--- config.mk ---
export PLATFORM = sky130hd
export DESIGN_NAME = bi2csrf_ram
export DESIGN_NICKNAME = d
export VERILOG_FILES = /design/src/rtl/bi2csrf_ram.sv
export SDC_FILE = /design/constraint.sdc
export NUM_CORES = 2
export LEC_CHECK = 0
export BUFFER_PORTS_ARGS = -buffer_cell sky130_fd_sc_hd__buf_4
export CELL_PAD_IN_SITES_DETAIL_PLACEMENT = 0
export CELL_PAD_IN_SITES_GLOBAL_PLACEMENT = 1
export CORE_UTILIZATION = 60
export CTS_CLUSTER_DIAMETER = 40
export CTS_CLUSTER_SIZE = 8
export DETAILED_ROUTE_END_ITERATION = 16
export PLACE_DENSITY = 0.93
export SLEW_MARGIN = 10
export SYNTH_ARGS = -nofsm -noshare
export SYNTH_HDL_FRONTEND = slang
export SYNTH_SLANG_ARGS = --single-unit
export TNS_END_PERCENT = 50
--- constraint.sdc ---
create_clock -name clk_i -period 4.2 [get_ports clk_i]
set_input_delay 0.42 -clock clk_i [delete_from_list [all_inputs] [get_ports clk_i]]
set_output_delay 0.42 -clock clk_i [all_outputs]
set_load 0.05 [all_outputs]
--- src/rtl/bi2csrf_ram.sv ---
// Single-port synchronous RAM with a registered read.
module bi2csrf_ram #(
  parameter int unsigned Width = 8,
  parameter int unsigned Depth = 256
) (
  input  logic                     clk_i,
  input  logic                     we_i,
  input  logic [$clog2(Depth)-1:0] addr_i,
  input  logic [Width-1:0]         wdata_i,
  output logic [Width-1:0]         rdata_o
);

  logic [Width-1:0] mem_q [Depth];
  logic [Width-1:0] rdata_q;

  always_ff @(posedge clk_i) begin
    if (we_i) begin
      mem_q[addr_i] <= wdata_i;
    end
    rdata_q <= mem_q[addr_i];
  end

  assign rdata_o = rdata_q;

endmodule

==> flow_summary_export.csv <==
group,metric,value,unit
run_status,status,"complete, no violations",
power_and_ir_drop,ir_drop,0.414,mV
drt,routed_wl,216,mm
final_layout,fin_nets,3917,
drt,ant_nets,0,
global_route,grt_use_total,33.4,%
sta,timing.fmax,0.315,GHz
sta,worst_pin_slew,1.26,ns
clocking,cts_resized,0,
die,core,130000,sq um
die,rows,132,
drt,drc,0,
die,start_util,60.5,%
synthesis,synth_cell_types,22,
worst_setup_path,crit_path_end_kind,"flip-flop",
final_layout,multiInputGateArea,15800,sq um
clocking,path_clk_slew,0.05,ns
die,fp.dieW,364,um
clocking,postCtsHoldBufs,0,
worst_setup_path,crit_type,"input pin to flip-flop",
global_route,gr-usage-met1,43.8,%
sta,hold_viol,0,
global_route,grt_pass1_wl,310,mm
global_route,gr-max-usage-layer,"met2",
sta,report.final.slew_viol_count,0,
sta,hold_slack,0.139,ns
final_layout,final_core_util,69.8,%
global_route,antenna_found_initial,6,
clocking,clk_latency,0.93,ns
final_layout,fillers,6816,
drt,vias_per_cell,7.34,
clocking,cts_buffers,314,
placement,portBuffers,25,
worst_setup_path,start_kind,"input pin",
drt,avgRoutedWirePerCell,37.8,um
synthesis,synth_warnings,0,
worst_setup_path,r2r_slack,1.22,ns
clocking,cts_sinks,2056,
die,die_height,364,um
worst_setup_path,cp.arrival,3.88,ns
drt,firstDrtPassIters,6,
power_and_ir_drop,cellLeakagePower,0.0283,uW
worst_setup_path,critPathMaxFanout,32,
run,cap_violations,0,
global_route,grtUsageMet3,8.86,%
placement,gp_congestion,0.833,
final_layout,syn2layout_area_growth,15.4,%
sta,rsz0062_at_grt,"no",
final_layout,drive_gt1_share,28.4,%
drt,via_count,41990,
synthesis,syn_nets,3565,
global_route,grt_overflow,0,
synthesis,ys_seq_area_share,78.6,%
global_route,grt_max_degree,142,
sta,skew,0.0457,ns
clocking,cts-root-buf,"clkbuf_16",
worst_setup_path,cp_data_required_time,4.91,ns
clocking,cts_htree_levels,5,
clocking,clk_path_buf_depth,4,
synthesis,synth_area,78500,sq um
power_and_ir_drop,power_density,521,nW/um^2
synthesis,synthesis.instances,3547,
die,dieArea,132000,sq um
drt,drtIter0Drc,7506,
sta,setup_tns,0,ns
global_route,grt_pass1_vias,43227,
synthesis,syn_area_per_cell,22.1,sq um
placement,dp.final_hpwl,110,mm
die,io_pins,26,
synthesis,ys_ff_latch,2056,
sta,slew-limit-headroom,14.9,%
clocking,cts_tree,"yes",
sta,setup_viol,0,
clocking,cts_setup_buffers,0,
min_path,hold_path.class,"input pin to flip-flop",
global_route,grt_use_met2,52.8,%
final_layout,regArea,61700,sq um
sta,fin_crit_sh,75.6,%
sta,fin_crit,3.18,ns
-- sequential cells by signal (all words and copies together) (netlist names) --
| register | count |
|---|---|
| mem_q | 2048 |
| rdata_o | 8 |
-- power by group --
part           leakage, uW  total [uW]  switching [uW]  internal [uW]
registers           0.0185       22700            38.4          22700
clock network      0.00414       22400            8620          13800
logic              0.00566        2050            1360            692
total               0.0283       47200           10000          37200
-- area by class of cell --
class | count | share of cell area [%]
multi-input combinational | 1258 | 17.4
inverter | 1 | 0.00415
clock inverter | 24 | 0.307
antenna | 3 | 0.00829
sequential | 2056 | 68.1
timing repair buffer | 268 | 2.71
clock buffer | 368 | 9.04
tap | 1742 | 2.41
-- cells by family after synthesis --
kind of cell,synth area share [%]
simple gates,1.73
mux,14.7
compound gates,3.62
flops,78.6
buf+inv,1.40
-- worst paths after layout --
check,cells past startpoint,startpoint,endpoint
setup reg to reg,5,mem_q[3][6],rdata_o[6]
hold reg to reg,5,mem_q[176][3],rdata_o[3]
hold / removal,1,wdata_i[6],mem_q[175][6]
setup / recovery,8,addr_i[0],rdata_o[6]
-- Yosys cell counts --
master | count | share of area, %
nand4_1 | 8 | 0.064
nor3_1 | 30 | 0.19
nor2_1 | 232 | 1.1
inv_1 | 1 | 0.0048
nor2b_1 | 7 | 0.056
buf_4 | 16 | 0.15
dfxtp_1 | 8 | 0.20
buf_2 | 36 | 0.23
a22oi_1 | 256 | 2.4
nand2_1 | 28 | 0.13
buf_6 | 16 | 0.23
clkbuf_1 | 145 | 0.69
edfxtp_1 | 2048 | 78
nand3_1 | 13 | 0.083
nand2b_1 | 6 | 0.048
mux4_2 | 512 | 15
o41ai_1 | 32 | 0.36
or3_1 | 1 | 0.0080
buf_1 | 19 | 0.091
or2_2 | 2 | 0.016
a21oi_1 | 128 | 0.82
and2_1 | 3 | 0.024
-- routing by layer --
layer	vias up	routed length (um)
met2	4008	105000
met4	10	11900
met1	21508	70200
met5	-	67
li1	15680	-
met3	784	29200
-- cell usage in the layout, fill, tap and decap left out, types with 5 or more instances in the layout --
cell type     n
nand3_1      13
dfxtp_1       8
nand2_1      28
mux4_2      512
buf_4       227
clkbuf_8      8
buf_12       30
nand4_1       8
nor3_1       29
nor2_1      231
nor2b_1       5
o41ai_1      29
a22oi_1     256
edfxtp_1   2048
a21oi_1     128
inv_6         7
clkbuf_16   320
bufinv_16     5
nand2b_1      5
clkbuf_1     48
clkinv_1      7
-- stage by stage --
stage | setup slack [ns] | power, uW | cells | cell area, sq um
finish | 1.02 | 47200 | 5720 | 90600
global route | 1.05 | 48000 | 5717 | 90500
CTS | 1.08 | 47200 | 5717 | 90500
global placement | 0.0211 | 24900 | 5324 | 82100
detailed placement | 0.233 | 25000 | 5325 | 82100
floorplan | 1.56 | 24100 | 3547 | 78500
-- worst max-delay path: stages --
cell,delay [ns]
buf_8,0.37
buf_12,0.35
buf_12,0.30
mux4_2,0.53
a22oi_1,0.45
a21oi_1,0.12
o41ai_1,1.03
nand4_1,0.19
Note: power is estimated with default switching activity, not from simulation.
